===== config.mk =====
export PLATFORM = sky130hd
export DESIGN_NAME = gpa_fifo
export DESIGN_NICKNAME = d
export VERILOG_FILES = /design/src/sv/gpa_pkg.sv /design/src/sv/gpa_fifo.sv
export SDC_FILE = /design/constraint.sdc
export NUM_CORES = 1
export LEC_CHECK = 0
export CAP_MARGIN = 20
export CORE_ASPECT_RATIO = 1.2
export CORE_MARGIN = 1
export CORE_UTILIZATION = 63
export DETAILED_ROUTE_END_ITERATION = 16
export DONT_BUFFER_PORTS = 1
export PLACE_DENSITY = 0.8
export SKIP_LAST_GASP = 1
export SYNTH_ARGS = -nofsm -noshare
export SYNTH_HDL_FRONTEND = slang
export SYNTH_SLANG_ARGS = --single-unit

===== constraint.sdc =====
create_clock -name i_clk -period 4.3 [get_ports i_clk]
set_clock_uncertainty 0.1 [all_clocks]
set_input_delay 0.86 -clock i_clk [delete_from_list [all_inputs] [get_ports i_clk]]
set_output_delay 0.86 -clock i_clk [all_outputs]
set_load 0.02 [all_outputs]

===== src/sv/gpa_pkg.sv =====
// shared types and constants for the gravity pair accumulator
package gpa_pkg;

    localparam int FRAC_BITS_DEF   = 16;
    localparam int QUEUE_DEPTH_DEF = 4;
    localparam int POS_W           = 32;
    localparam int ACC_W           = 48;
    localparam int D_W             = 58;

    typedef struct packed {
        logic signed [POS_W-1:0] target_x;
        logic signed [POS_W-1:0] target_y;
        logic signed [POS_W-1:0] target_z;
        logic signed [POS_W-1:0] source_x;
        logic signed [POS_W-1:0] source_y;
        logic signed [POS_W-1:0] source_z;
        logic [POS_W-1:0]        source_mass;
        logic                    first_source;
        logic                    last_source;
    } t_in;

    typedef struct packed {
        logic signed [ACC_W-1:0] accel_x;
        logic signed [ACC_W-1:0] accel_y;
        logic signed [ACC_W-1:0] accel_z;
        logic                    saturated;
    } t_out;

    typedef struct packed {
        logic [2:0]              neg;
        logic [2:0][POS_W-1:0]   mag;
        logic [POS_W-1:0]        mass;
        logic [D_W-1:0]          dist_sq;
        logic                    first;
        logic                    last;
    } t_job;

endpackage


===== src/sv/gpa_fifo.sv =====
// short job queue between front and back end
module gpa_fifo
    import gpa_pkg::*;
#(
    parameter int DEPTH = QUEUE_DEPTH_DEF
) (
    input  logic i_clk,
    input  logic i_rst_n,
    input  logic i_valid,
    output logic o_ready,
    input  t_job i_job,
    output logic o_valid,
    input  logic i_ready,
    output t_job o_job
);

    localparam int PTR_W = (DEPTH > 1) ? $clog2(DEPTH) : 1;
    localparam int CNT_W = $clog2(DEPTH + 1);

    t_job             r_mem [DEPTH];
    logic [PTR_W-1:0] r_wr_ptr;
    logic [PTR_W-1:0] r_rd_ptr;
    logic [CNT_W-1:0] r_count;
    logic             w_push;
    logic             w_pop;

    assign o_ready = r_count != CNT_W'(DEPTH);
    assign o_valid = r_count != '0;
    assign w_push  = i_valid && o_ready;
    assign w_pop   = o_valid && i_ready;
    assign o_job   = r_mem[r_rd_ptr];

    always_ff @(posedge i_clk) begin
        if (!i_rst_n) begin
            r_wr_ptr <= '0;
            r_rd_ptr <= '0;
            r_count  <= '0;
        end else begin
            if (w_push) begin
                r_wr_ptr <= (r_wr_ptr == PTR_W'(DEPTH - 1)) ? '0 : r_wr_ptr + 1'b1;
            end
            if (w_pop) begin
                r_rd_ptr <= (r_rd_ptr == PTR_W'(DEPTH - 1)) ? '0 : r_rd_ptr + 1'b1;
            end
            if (w_push && !w_pop) begin
                r_count <= r_count + 1'b1;
            end else if (w_pop && !w_push) begin
                r_count <= r_count - 1'b1;
            end
        end
    end

    always_ff @(posedge i_clk) begin
        if (w_push) begin
            r_mem[r_wr_ptr] <= i_job;
        end
    end

endmodule


* Yosys cells after proc, flatten, opt, wreduce, memory -nomap -nowiden
Memories as Yosys holds them, arrays and structs flattened. A register that Yosys moved wholly into a read port is not among the register bits.
Cells that the tools add are included.
Widths: inputs -> output; s select.
** Storage, ports and cells
- Register bits after elaboration :: 7
- Memory bits (writable) :: 764
- Input port bits :: 195
- Output and inout port bits :: 193
- Logic and storage cells :: 27
- Memories :: 1
** Operators by class
- $add $sub $neg :: 4
- Eq/ne operators :: 3
- Multiplexer cells :: 8
- Reductions and logical operators :: 8
** Memories
- r_mem :: words 4, bits a word 191, read ports 1, clocked after memory_dff 1, write ports 1, line gpa_fifo.sv:20 : t_job r_mem [DEPTH];
** Operator list (count)
- $mux 2 :: 4
- $mux 3 :: 2
- $add 2x1->2 const B :: 2
- $eq 2x2->1 const B :: 2
- $logic_and 1x1->1 :: 4
- $add 3x1->3 const B :: 1
- $ne 3x3->1 const B :: 1
- $reduce_bool 3->1 :: 1
- $sub 3x1->3 const B :: 1
- $logic_not 1->1 :: 2
- $mux 1 :: 2
- $reduce_bool 2->1 :: 1

* Depth between registers and ports, before layout
- Depth in word-level cells :: 6
- Mapped depth :: 9
- Mapped depth without buffers :: 8

* Worst setup path before layout
No wires, ideal clock.
- Path kind :: input to register
- From :: input port i_valid
- To :: memory r_mem[3][0] (netlist name), enable pin
- Setup time :: 0.467 ns
- Arrival :: 3.178 ns
- Required time :: 3.733 ns
- Setup slack :: 0.554 ns
- Cell stages on the path :: 1
- Path buffers :: 0
- Path through :: and3_2
** On the way
- Word-level cells in the longest chain between the ends :: 3
** Ends and longest elaborated chain
- from (decl) :: line gpa_fifo.sv:9 : input logic i_valid,
- $logic_and 1x1->1 :: line gpa_fifo.sv:29 : assign w_push = i_valid && o_ready;
- $mux 1 :: line gpa_fifo.sv:54 : if (w_push) begin
- $mux 1 (implied by the code) :: line gpa_fifo.sv:55 : r_mem[r_wr_ptr] <= i_job;
- to (decl) :: line gpa_fifo.sv:20
No other way between the ends.

==> summary.md <==
| Metric | Value |
|---|---|
| Internal power | `approximately 14000 uW` |
| Synth top area cells | `edfxtp_1, mux4_2, dfxtp_1` |
| Detail Route Antenna Nets | `0` |
| I/O pins | `388` |
| Starting Density | `a little under two thirds` |
| Logic pwr share | `20.5%` |
| Final instance area | `approximately 0.031 mm2` |
| Initial antenna violation count | `0` |
| Clk buf depth | `3` |
| Hold Slack | `0.250 ns` |
| TritonCTS clock tree | `done` |
| Post-CTS Resized | `0` |
| Post-Syn Area | `0.0280 mm2` |
| Vias in the first global route | `11804` |
| Wire per inst | `between 30 and 40 um` |
| Worst EP arrival | `2.46 ns` |
| Post-Syn Area per Cell | `26.7 um2` |
| Remaining global-route overflow | `0` |
| Largest family of logic cells by synthesized area | `multiplexers` |
| Clock sink count | `773` |
| Max Cap Viol | `0` |
| Final Max Slew Viols | `0` |
| Hold Path Class | `input pin to register` |
| Post-synth top flop | `edfxtp_1` |
| Crit path required time | `3.34 ns` |
| Synth area leader | `edfxtp_1` |
| Yosys reg bits | `~770` |
| DRC | `0` |
| Sw Share | `~28%` |
| CTS clock-pin slew for the worst setup and hold paths | `0.07 ns` |
| # rows | `84` |
| First-pass iteration count of the detailed router | `5` |
| # hold bufs at CTS | `0` |
| Flop pwr share | `49.2%` |
| Net switching power | `5310 uW` |
| Worst skew pair latency | `roughly 0.6 ns` |
| Post-route clock period utilization | `79.6%` |
| Area delta synth->final | `10.3%` |
| Inserted Diodes | `0` |
| Final setup viols | `0` |
| Crit-path max FO | `59` |
| Yosys warning count | `0` |
| DR vias | `11200` |
| Relative slew slack | `35.0%` |
| Leak | `0.00942 uW` |
| Buffers inserted by post-CTS timing repair | `0` |
| I/O Buffers | `0` |
| Placed cell count | `1589` |
| CTS Buf Count | `approximately 70` |
| Simple-Gate Fraction of Synth Area | `0.420%` |
| Peak supply drop | `0.471 mV` |
| Placer congestion estimate | `0.755` |
| Cells after Synth | `1048` |
| Outcome | `finished clean` |
| Synth top area share | `between 80% and 90%` |
| First-pass GRT wire length | `between 70000 and 80000 um` |
| Adder-Cell Fraction of Synth Area | `0.339%` |
| Total track usage | `between 20% and 30%` |
| Dpl ws | `1.46 ns` |
| Core area | `between 0.04 and 0.05 mm2` |
| Die Y | `233 um` |
| Worst Tran Pin Value | `0.975 ns` |
| Max Clock Freq | `0.292 GHz` |
| Pin count of the biggest net entering global routing | `103` |
| Drt total wl | `55500 um` |
| H-tree depth | `3` |
| Clock group share of total power | `a little over 30%` |
| Fin Setup TNS | `0 ns` |
| Xor/xnor cell area share of the yosys netlist | `0.0625%` |
| Critical Path Sink Type | `output pin` |
| Fin. Hold Viols | `0` |
| Mux cell area share after synthesis | `15.4%` |
| Post-Layout Cell Count | `1710` |
| Filler Cells Inserted | `2342` |
| Share of layout cells above drive strength 1 | `27.2%` |
| RSZ-0062 raised after global routing | `no` |
| Final #Nets | `1305` |
| Post-DP Area | `0.0288 mm2` |
| Die extent in x | `195 um` |
| Final setup margin | `0.877 ns` |
| Startpoint Class | `register` |
| Vias/cell | `6.55` |
| Async S/R FF share, synth | `0%` |
| Kind of critical path | `register to output pin` |
| Die ar. | `0.0453 mm2` |
| Initial DRC count | `772` |
| Sequential share of the synthesized area | `between 80% and 90%` |
| Post-DP HPWL | `31600 um` |
| Syn_nets | `1250` |
| Post-synth EDFFs | `roughly 760` |
| Root buffer cell | `clkbuf_16` |
| Distinct cell type count after synthesis | `28` |
| Min cycle time layout | `~3.4 ns` |
| Synth Area in Compound Gates | `0.125%` |
| Pwr dens | `approximately 620 mW/mm2` |
-- final timing paths --
kind | start | end | slack, ns | cells after the start
min | i_job[179] | r_mem[2][179] | 0.25 | 0
max reg2reg | r_count[0] | r_count[2] | 1.48 | 8
max | register | o_job[158] | 0.88 | 2
min reg2reg | r_wr_ptr[0] | r_wr_ptr[0] | 0.42 | 2
-- power by group through the flow --
stage / logic [uW] / clock network [uW] / registers (uW)
3_5_place_dp: 3900 / 0 / 9530
5_1_grt: 4090 / 6160 / 9450
2_1_floorplan: 3230 / 0 / 9460
6_report: 3910 / 5780 / 9400
3_3_place_gp: 3870 / 0 / 9480
4_1_cts: 3980 / 5890 / 9410
-- flip-flops by register name, indices dropped and copies added (netlist names), named ones only --
register and cells:
r_count 3, r_mem 764, r_rd_ptr 2, r_wr_ptr 2
-- Yosys cell counts, types with 2 or more instances --
cell type,count
and3_2,4
buf_1,2
buf_2,20
buf_4,9
buf_6,11
clkbuf_1,2
dfxtp_1,9
edfxtp_1,764
ha_1,6
inv_1,3
mux2i_1,2
mux4_2,191
nand2_1,5
nand3_1,2
nor2_1,2
o21ai_0,3
or3_2,2
-- cells by family (layout without fill, tap and decap cells) --
| family | count (synthesis) | in the layout |
|---|---|---|
| compound gates | 6 | 6 |
| xor+xnor | 2 | 2 |
| fa+ha+maj | 7 | 7 |
| buf+inv | 47 | 150 |
| flops | 773 | 773 |
| mux | 193 | 193 |
| simple gates | 20 | 20 |
-- final cells by class --
cell class / instances / area, um2 / share of cell area (%)
Clock buffer: 88 / 1880 / 6.09
Multi-Input combinational cell: 228 / 4600 / 14.9
Sequential cell: 773 / 23100 / 74.8
Timing Repair Buffer: 26 / 370 / 1.20
Tap cell: 559 / 699 / 2.26
Clock inverter: 33 / 221 / 0.716
Inverter: 3 / 11.3 / 0.0364
-- placed cells by master, fill, tap and decap left out, types with 4 or more instances in the layout --
master,n
clkbuf_16,73
mux4_2,191
edfxtp_1,764
clkbuf_1,15
ha_1,6
dfxtp_1,7
nand2_1,5
buf_4,12
clkinv_1,19
clkinv_2,9
and3_4,4
buf_12,14
-- worst max-delay path, cell delays in order (launching register included) --
cell and delay (ns):
dfxtp_4 0.66, buf_12 0.43, mux4_2 0.69
-- per-stage QoR --
step | power, uW | util [%]
5_1_grt | 19700 | 70.5
6_report | 19100 | 70.5
3_5_place_dp | 13400 | 65.7
4_1_cts | 19300 | 70.5
2_1_floorplan | 12700 | -
3_3_place_gp | 13300 | 65.7
-- layer usage --
layer | up-vias | track usage [%] | part of all wire, %
met5 | - | 0 | 0
met2 | 583 | 41.9 | 52
met3 | 89 | 11.1 | 12
met4 | 0 | 10.0 | 3.1
met1 | 5881 | 27.9 | 33
li1 | 4647 | - | -
Power figures use the tool's default switching activity.
