--- config.mk ---
export PLATFORM = sky130hd
export DESIGN_NAME = gpa_back
export DESIGN_NICKNAME = d
export VERILOG_FILES = /design/src/sv/gpa_pkg.sv /design/src/sv/gpa_back.sv
export SDC_FILE = /design/constraint.sdc
export NUM_CORES = 2
export LEC_CHECK = 0
export BUFFER_PORTS_ARGS = -buffer_cell sky130_fd_sc_hd__clkbuf_2
export CORE_MARGIN = 1.5
export CORE_UTILIZATION = 30
export DETAILED_ROUTE_END_ITERATION = 6
export GPL_TIMING_DRIVEN = 0
export PLACE_DENSITY = 0.52
export SYNTH_ARGS = -nofsm -noshare
export SYNTH_HDL_FRONTEND = slang
export SYNTH_SLANG_ARGS = --single-unit
--- constraint.sdc ---
create_clock -name i_clk -period 17.3 [get_ports i_clk]
set_clock_uncertainty 0.05 [all_clocks]
set_input_delay 5.19 -clock i_clk [delete_from_list [all_inputs] [get_ports i_clk]]
set_output_delay 5.19 -clock i_clk [all_outputs]
set_load 0.02 [all_outputs]
--- src/sv/gpa_pkg.sv ---
// shared types and constants for the gravity pair accumulator
package gpa_pkg;

    localparam int FRAC_BITS_DEF   = 16;
    localparam int QUEUE_DEPTH_DEF = 4;
    localparam int POS_W           = 32;
    localparam int ACC_W           = 48;
    localparam int D_W             = 58;

    typedef struct packed {
        logic signed [POS_W-1:0] target_x;
        logic signed [POS_W-1:0] target_y;
        logic signed [POS_W-1:0] target_z;
        logic signed [POS_W-1:0] source_x;
        logic signed [POS_W-1:0] source_y;
        logic signed [POS_W-1:0] source_z;
        logic [POS_W-1:0]        source_mass;
        logic                    first_source;
        logic                    last_source;
    } t_in;

    typedef struct packed {
        logic signed [ACC_W-1:0] accel_x;
        logic signed [ACC_W-1:0] accel_y;
        logic signed [ACC_W-1:0] accel_z;
        logic                    saturated;
    } t_out;

    typedef struct packed {
        logic [2:0]              neg;
        logic [2:0][POS_W-1:0]   mag;
        logic [POS_W-1:0]        mass;
        logic [D_W-1:0]          dist_sq;
        logic                    first;
        logic                    last;
    } t_job;

endpackage

--- src/sv/gpa_back.sv ---
// back end: serial sqrt, multiply and divide, saturating accumulate
module gpa_back
    import gpa_pkg::*;
#(
    parameter int FRAC_BITS = FRAC_BITS_DEF
) (
    input  logic i_clk,
    input  logic i_rst_n,
    input  logic i_valid,
    output logic o_ready,
    input  t_job i_job,
    output logic o_valid,
    input  logic i_ready,
    output t_out o_data
);

    localparam int DW    = 66 - FRAC_BITS;
    localparam int RADW  = DW + FRAC_BITS;
    localparam int RTW   = RADW / 2;
    localparam int DENW  = DW + RTW;
    localparam int NUMW  = 64 + FRAC_BITS;
    localparam int CNT_W = $clog2(NUMW + 1);

    localparam logic [2:0] ST_IDLE = 3'd0;
    localparam logic [2:0] ST_SQRT = 3'd1;
    localparam logic [2:0] ST_MULD = 3'd2;
    localparam logic [2:0] ST_MULN = 3'd3;
    localparam logic [2:0] ST_DIV  = 3'd4;
    localparam logic [2:0] ST_ADD  = 3'd5;
    localparam logic [2:0] ST_EMIT = 3'd6;

    localparam logic [ACC_W-1:0] ACC_MAX = {1'b0, {(ACC_W-1){1'b1}}};
    localparam logic [ACC_W-1:0] ACC_MIN = {1'b1, {(ACC_W-1){1'b0}}};

    logic [2:0]              r_state;
    logic [1:0]              r_axis;
    logic [CNT_W-1:0]        r_cnt;
    t_job                    r_job;
    logic                    r_zero;
    logic [RADW-1:0]         r_rad;
    logic [RTW:0]            r_rem;
    logic [RTW-1:0]          r_root;
    logic [DENW-1:0]         r_mcand;
    logic [RTW-1:0]          r_mplier;
    logic [DENW-1:0]         r_prod;
    logic [DENW-1:0]         r_den;
    logic [63:0]             r_nmcand;
    logic [31:0]             r_nmplier;
    logic [63:0]             r_nprod;
    logic [NUMW-1:0]         r_num;
    logic [DENW-1:0]         r_drem;
    logic [NUMW-1:0]         r_q;
    logic signed [ACC_W-1:0] r_acc [3];
    logic                    r_sat;
    logic                    r_out_v;
    t_out                    r_out;

    logic [RTW+2:0]          w_rem2;
    logic [RTW+2:0]          w_trial;
    logic                    w_sq_take;
    logic [RTW-1:0]          w_root_nxt;
    logic [DENW-1:0]         w_prod_nxt;
    logic [63:0]             w_nprod_nxt;
    logic [DENW:0]           w_dr;
    logic                    w_div_take;
    logic                    w_qsat;
    logic [ACC_W:0]          w_qmag;
    logic [ACC_W:0]          w_term;
    logic [ACC_W:0]          w_sum;
    logic                    w_hi_clip;
    logic                    w_lo_clip;
    logic [ACC_W-1:0]        w_acc_nxt;
    logic [1:0]              w_axis_nxt;
    logic                    w_emit;

    assign w_rem2     = {r_rem, r_rad[RADW-1 -: 2]};
    assign w_trial    = (RTW+3)'({r_root, 2'b01});
    assign w_sq_take  = w_rem2 >= w_trial;
    assign w_root_nxt = {r_root[RTW-2:0], w_sq_take};

    assign w_prod_nxt  = r_mplier[0] ? r_prod + r_mcand : r_prod;
    assign w_nprod_nxt = r_nmplier[0] ? r_nprod + r_nmcand : r_nprod;

    assign w_dr       = {r_drem, r_num[NUMW-1]};
    assign w_div_take = w_dr >= {1'b0, r_den};

    assign w_qsat     = r_q > NUMW'(ACC_MAX);
    assign w_qmag     = w_qsat ? {1'b0, ACC_MAX} : {1'b0, r_q[ACC_W-1:0]};
    assign w_term     = r_job.neg[r_axis] ? (ACC_W+1)'(0) - w_qmag : w_qmag;
    assign w_sum      = {r_acc[r_axis][ACC_W-1], r_acc[r_axis]} + w_term;
    assign w_hi_clip  = !w_sum[ACC_W] && w_sum[ACC_W-1];
    assign w_lo_clip  = w_sum[ACC_W] && !w_sum[ACC_W-1];
    assign w_acc_nxt  = w_hi_clip ? ACC_MAX : (w_lo_clip ? ACC_MIN : w_sum[ACC_W-1:0]);
    assign w_axis_nxt = r_axis + 1'b1;
    assign w_emit     = (r_state == ST_EMIT) && (!r_out_v || i_ready);

    assign o_ready = r_state == ST_IDLE;
    assign o_valid = r_out_v;
    assign o_data  = r_out;

    always_ff @(posedge i_clk) begin
        if (!i_rst_n) begin
            r_state <= ST_IDLE;
            r_out_v <= 1'b0;
            r_sat   <= 1'b0;
            for (int i = 0; i < 3; i++) begin
                r_acc[i] <= '0;
            end
        end else begin
            if (w_emit) begin
                r_out_v <= 1'b1;
            end else if (r_out_v && i_ready) begin
                r_out_v <= 1'b0;
            end
            unique case (r_state)
                ST_IDLE: begin
                    if (i_valid) begin
                        r_job  <= i_job;
                        r_axis <= '0;
                        r_cnt  <= '0;
                        r_zero <= i_job.dist_sq[DW-1:0] == '0;
                        if (i_job.first) begin
                            r_sat <= 1'b0;
                            for (int i = 0; i < 3; i++) begin
                                r_acc[i] <= '0;
                            end
                        end
                        if (i_job.dist_sq[DW-1:0] == '0) begin
                            r_q     <= '0;
                            r_state <= ST_ADD;
                        end else begin
                            r_rad   <= {i_job.dist_sq[DW-1:0], FRAC_BITS'(0)};
                            r_rem   <= '0;
                            r_root  <= '0;
                            r_state <= ST_SQRT;
                        end
                    end
                end
                ST_SQRT: begin
                    r_rad  <= r_rad << 2;
                    r_rem  <= w_sq_take ? (RTW+1)'(w_rem2 - w_trial) : (RTW+1)'(w_rem2);
                    r_root <= w_root_nxt;
                    if (r_cnt == CNT_W'(RTW - 1)) begin
                        r_cnt    <= '0;
                        r_mcand  <= DENW'(r_job.dist_sq[DW-1:0]);
                        r_mplier <= w_root_nxt;
                        r_prod   <= '0;
                        r_state  <= ST_MULD;
                    end else begin
                        r_cnt <= r_cnt + 1'b1;
                    end
                end
                ST_MULD: begin
                    r_prod   <= w_prod_nxt;
                    r_mcand  <= r_mcand << 1;
                    r_mplier <= r_mplier >> 1;
                    if (r_cnt == CNT_W'(RTW - 1)) begin
                        r_cnt     <= '0;
                        r_den     <= w_prod_nxt;
                        r_nmcand  <= 64'(r_job.mass);
                        r_nmplier <= r_job.mag[r_axis];
                        r_nprod   <= '0;
                        r_state   <= ST_MULN;
                    end else begin
                        r_cnt <= r_cnt + 1'b1;
                    end
                end
                ST_MULN: begin
                    r_nprod   <= w_nprod_nxt;
                    r_nmcand  <= r_nmcand << 1;
                    r_nmplier <= r_nmplier >> 1;
                    if (r_cnt == CNT_W'(31)) begin
                        r_cnt   <= '0;
                        r_num   <= {w_nprod_nxt, FRAC_BITS'(0)};
                        r_drem  <= '0;
                        r_q     <= '0;
                        r_state <= ST_DIV;
                    end else begin
                        r_cnt <= r_cnt + 1'b1;
                    end
                end
                ST_DIV: begin
                    r_num  <= r_num << 1;
                    r_drem <= w_div_take ? DENW'(w_dr - {1'b0, r_den}) : DENW'(w_dr);
                    r_q    <= {r_q[NUMW-2:0], w_div_take};
                    if (r_cnt == CNT_W'(NUMW - 1)) begin
                        r_cnt   <= '0;
                        r_state <= ST_ADD;
                    end else begin
                        r_cnt <= r_cnt + 1'b1;
                    end
                end
                ST_ADD: begin
                    r_acc[r_axis] <= w_acc_nxt;
                    r_sat         <= r_sat | w_qsat | w_hi_clip | w_lo_clip;
                    r_axis        <= w_axis_nxt;
                    if (r_axis == 2'd2) begin
                        r_state <= r_job.last ? ST_EMIT : ST_IDLE;
                    end else if (r_zero) begin
                        r_state <= ST_ADD;
                    end else begin
                        r_nmcand  <= 64'(r_job.mass);
                        r_nmplier <= r_job.mag[w_axis_nxt];
                        r_nprod   <= '0;
                        r_state   <= ST_MULN;
                    end
                end
                ST_EMIT: begin
                    if (w_emit) begin
                        r_out.accel_x   <= r_acc[0];
                        r_out.accel_y   <= r_acc[1];
                        r_out.accel_z   <= r_acc[2];
                        r_out.saturated <= r_sat;
                        r_state         <= ST_IDLE;
                    end
                end
                default: begin
                    r_state <= ST_IDLE;
                end
            endcase
        end
    end

endmodule
# Word level (Yosys, flattened, before mapping)
# Memories as Yosys holds them, arrays and structs flattened. A register that Yosys moved wholly into a read port is not among the register bits.
# Cells that the tools add are included.
[classes] reduce_logical=32 bitwise_logic=6 n_shift=0 eq_ne=21 mux=88 div_mod_pow=0 n_mul=0 addsub=8 n_lt_le_gt_ge=5
[op_table] operator="$pmux W83 S2" n=3
[op_table] operator="$mux W64" n=7
[op_table] operator="$mux W83" n=5
[op_table] operator="$pmux W64 S3" n=2
[op_table] operator="$mux W48" n=7
[op_table] operator="$mux W80" n=4
[op_table] operator="$pmux W80 S3" n=1
[op_table] operator="$mux W32" n=5
[op_table] operator="$pmux W80 S2" n=1
[op_table] operator="$mux W66" n=2
[op_table] operator="$pmux W33 S2" n=2
[op_table] operator="$pmux W66 S2" n=1
[op_table] operator="$bmux W32 S2" n=2
[op_table] operator="$mux W34" n=3
[op_table] operator="$mux W33" n=3
[op_table] operator="$pmux W32 S3" n=1
[op_table] operator="$ge A84 B83 Y1" n=1
[op_table] operator="$add A83 B83 Y83" n=1
[op_table] operator="$sub A83 B83 Y83" n=1
[op_table] operator="$gt A80 B47 Y1 const B" n=1
[op_table] operator="$pmux W34 S2" n=1
[op_table] operator="$add A64 B64 Y64" n=1
[op_table] operator="$logic_not A50 Y1" n=1
[op_table] operator="$add A49 B49 Y49" n=1
[op_table] operator="other kinds (39)" n=103
[word_totals] latch_bits=0 mem_count=1 register_bits=1016 mem_bits_ro=0 ram_bits=144
[mem_list] name="r_acc" words=3 word_bits=48 rd=4 rd_ports_with_merged_regs=4 write_ports=3 line="gpa_back.sv:53" text="logic signed [ACC_W-1:0] r_acc [3];"

# Logic depth before layout (Yosys ltp)
[logic_depth] word_depth=10 depth_mapped=34 ltp_nobuf=28

# Worst setup path after synthesis
# No wires, ideal clock.
[synth_timing] path_kind="input to register" start="input port i_rst_n" end="register r_rad[16], enable pin" slack_ps=-1122 cell_stages=2 path_buffers=1 arrival_ps=17451 path_cell_list="clkbuf_1 > nor4b_1"
[synth_via] elab_chain_len=1
[synth_lines] item="start: declaration" line="gpa_back.sv:8" text="input logic i_rst_n,"
[synth_lines] item="$reduce_and A4 Y1 (no source line)"
[synth_lines] item="end signal: assignment" line="gpa_back.sv:132" text="r_rad <= {i_job.dist_sq[DW-1:0], FRAC_BITS'(0)};"
[synth_lines] item="end signal: assignment" line="gpa_back.sv:140" text="r_rad <= r_rad << 2;"
[synth_lines] item="end: declaration" line="gpa_back.sv:40" text="logic [RADW-1:0] r_rad;"
# No other way between the ends.
# A chain may end at the register's enable or synchronous reset.

==> reports/metrics.yaml <==
status: "finished, final reports clean"
cpMostUsedCell: "clkbuf_1"
via_count: 54001
finalSetupViolCount: 0
die_area_mm2: 0.2465
drtIter0Drc: 4009
required_ns: 17.89
p_leak_nw: 32.73
critPathMaxFanout: 10
cts_resized: 0
cts.path.max_buffers: 3
final_max_slew_viol_count: 0
hold_viol: 0
antenna_left: 0
syn_area_mm2: 0.07307
gp_congestion: 0.9068
fmax_mhz: 98.97
postCtsSetupBuffers: 0
ys.flop_type: "edfxtp_1"
cts-buffers-inserted: 156
drive_gt1_share_pct: 11.34
rows: 180
cts-htree-levels: 4
rsz0062_at_grt: "no"
synth_seq_cells: 1322
overflow: 0
cts.clk_slew.worst_paths_ns: 0.06
start_kind: "flip-flop"
ys.warnings.count: 0
slew-limit-headroom_pct: 7.260
area_growth_pct: 15.98
cts_hold_buffers: 0
finalWirelength_um: 213600
period_needed_ns: 10.10
portBuffers: 333
synthArstFlopShare_pct: 0
core_mm2: 0.2414
vias_per_cell: 5.112
first_global_vias: 53506
finalNetCount: 7757
max-cap-violations: 0
wire_per_inst_um: 20.22
crit_slowest_cell: "xor2_1"
synth_cell_types: 97
syn_inst: 6709
worstSetupPathType: "flip-flop to flip-flop"
powerDensity_mw_per_mm2: 126.6
die_height_um: 496.5
io-pin-count: 342
fin_tns_setup_ns: 0
initial_core_util_pct: 30.27
cts_root_buffer: "clkbuf_16"
insertion_delay_ns: 0.82
grt_usage_pct: 16.89
cts_tree: "built"
final.period_utilization_pct: 58.41
syn_nets: 7226
clock_sinks: 1322
grt_pass1_wl_um: 323500
drcViolationCount: 0
synth_area_leaders: "edfxtp_1 54%, ha_1 5.4%, nand2_1 3.9%"
postSynthAreaPerCell_um2: 10.89
fin_util_pct: 35.10
hold_class: "flip-flop to flip-flop"
drt_pass1_iterations: 6
cp_slowest_stage_delay_ns: 1.03
cp_data_arrival_time_ns: 10.70
antenna_found_initial: 11
dp_hpwl_um: 159900
grt_max_degree: 74
synth_largest_area_cell: "edfxtp_1"
synth_top_area_share_pct: 54.04
tightest_slew_ns: 1.374
ys_seq_area_share_pct: 54.23
synth_edf_count: 1315
irDropWorstVdd_uv: 85.46
cp-end-kind: "flip-flop"
fp.dieW_um: 496.5
==> per-stage QoR <==
| step | hold slack, ns | power (mW) | cells | area [um^2] | worst slack (ns) |
|---|---|---|---|---|---|
| after floorplan | 0.3707 | 6.507 | 6709 | 73080 | 2.030 |
| after global placement | 0.3767 | 7.511 | 10227 | 78730 | -3.692 |
| after detailed placement | 0.3800 | 7.513 | 10267 | 79630 | 7.146 |
| after CTS | 0.3938 | 10.83 | 10554 | 84720 | 7.044 |
| after global routing | 0.4025 | 11.31 | 10564 | 84740 | 6.527 |
| final | 0.3923 | 10.73 | 10564 | 84740 | 7.195 |
==> Yosys cell counts, types with 68 or more instances <==
cell,count
edfxtp_1,1315
nand2_1,760
nor2_1,688
a21oi_1,485
o21ai_0,362
ha_1,318
clkbuf_1,316
inv_1,232
a21o_1,203
mux2i_1,183
xnor2_1,172
and3_1,148
and2_1,135
xor2_1,111
nand4_1,97
nand3_1,94
nor3_1,84
mux2_2,73
o21bai_1,68
==> cell usage in the layout (no fill, tap or decap), drive strengths merged, types with 27 or more instances in the layout <==
cell    instances
o21bai         68
and2          136
a21o          203
nor4           45
clkbuf        837
a21oi         499
ha            318
buf            90
xnor2         172
a31oi          54
o21ai         364
mux2           73
nor2b          49
nor3           85
a21boi         27
edfxtp       1315
nor2          688
mux4           48
or3            38
nand2b         52
mux2i         183
o311ai         28
nand4          97
o21a           54
nand2         760
a211oi         55
a221o          48
and3          148
xor2          111
or2            31
nand3          94
clkinv         79
inv           238
==> area by class of cell <==
class | instances | area [um^2]
Fill cell | 24244 | 156700
Clock buffer | 187 | 4051
Antenna cell | 10 | 25.02
Clock inverter | 100 | 1039
Tap cell | 3185 | 3985
Multi-Input combinational cell | 4784 | 31200
Timing Repair Buffer | 373 | 2457
Buffer | 368 | 1474
Sequential cell | 1322 | 39630
Inverter | 235 | 882.1
==> critical path: cells and delay by family (launching register included) <==
kind / cells / cell delay, ns
AND/OR/NAND/NOR: 17 / 4.97
flip-flops: 1 / 0.38
AO/OA/AOI/OAI: 5 / 0.95
adder cells (fa/ha/maj): 2 / 0.50
XOR/XNOR: 1 / 1.03
buffers and inverters: 8 / 2.03
==> where the power goes <==
part | internal (mW) | total (mW) | switching [mW] | leakage, nW
registers | 4.00 | 4.13 | 0.130 | 12.7
clock network | 1.84 | 3.27 | 1.44 | 2.45
logic | 1.17 | 3.33 | 2.16 | 17.6
total | 7.00 | 10.7 | 3.72 | 32.7
==> kinds of logic (layout without fill, tap and decap cells) <==
kind of cell             count (synthesis)  after routing  share of synthesized area [%]
AND/OR/NAND/NOR                       2282           2282                          14.46
AO/OA/AOI/OAI                         1590           1590                          13.98
flip-flops                            1322           1322                          54.23
buffers and inverters                  603           1263                          3.224
adder cells (fa/ha/maj)                325            325                          5.599
multiplexers                           304            304                          5.111
XOR/XNOR                               283            283                          3.392
other                                    0             10                              0
==> worst paths after layout <==
kind                      from      endpoint  slack [ns]  cells after the start
setup / recovery       r_q[76]  r_acc[0][36]        7.20                     33
hold / removal    r_acc[2][41]    o_data[42]        0.39                      0
setup reg to reg       r_q[76]  r_acc[0][36]        7.20                     33
hold reg to reg   r_acc[2][41]    o_data[42]        0.39                      0
==> state kept, by name, summed over array words and instances (netlist names), 32 cells and up, named ones only <==
name       cells
r_num         64
r_drem        83
r_den         83
r_mplier      33
r_acc        192
r_root        33
r_nprod       64
r_mcand       83
r_rad         50
r_q           80
r_nmcand      64
r_rem         34
r_job        182
r_prod        83
r_nmplier     32
o_data       145
==> metal layers <==
| metal | global-route usage, % | part of all wire (%) |
|---|---|---|
| met1 | 23.39 | 46 |
| met2 | 27.50 | 47 |
| met3 | 2.061 | 4.2 |
| met4 | 5.215 | 2.7 |
| met5 | 0 | 0 |
Note: power is estimated with default switching activity, not from simulation.
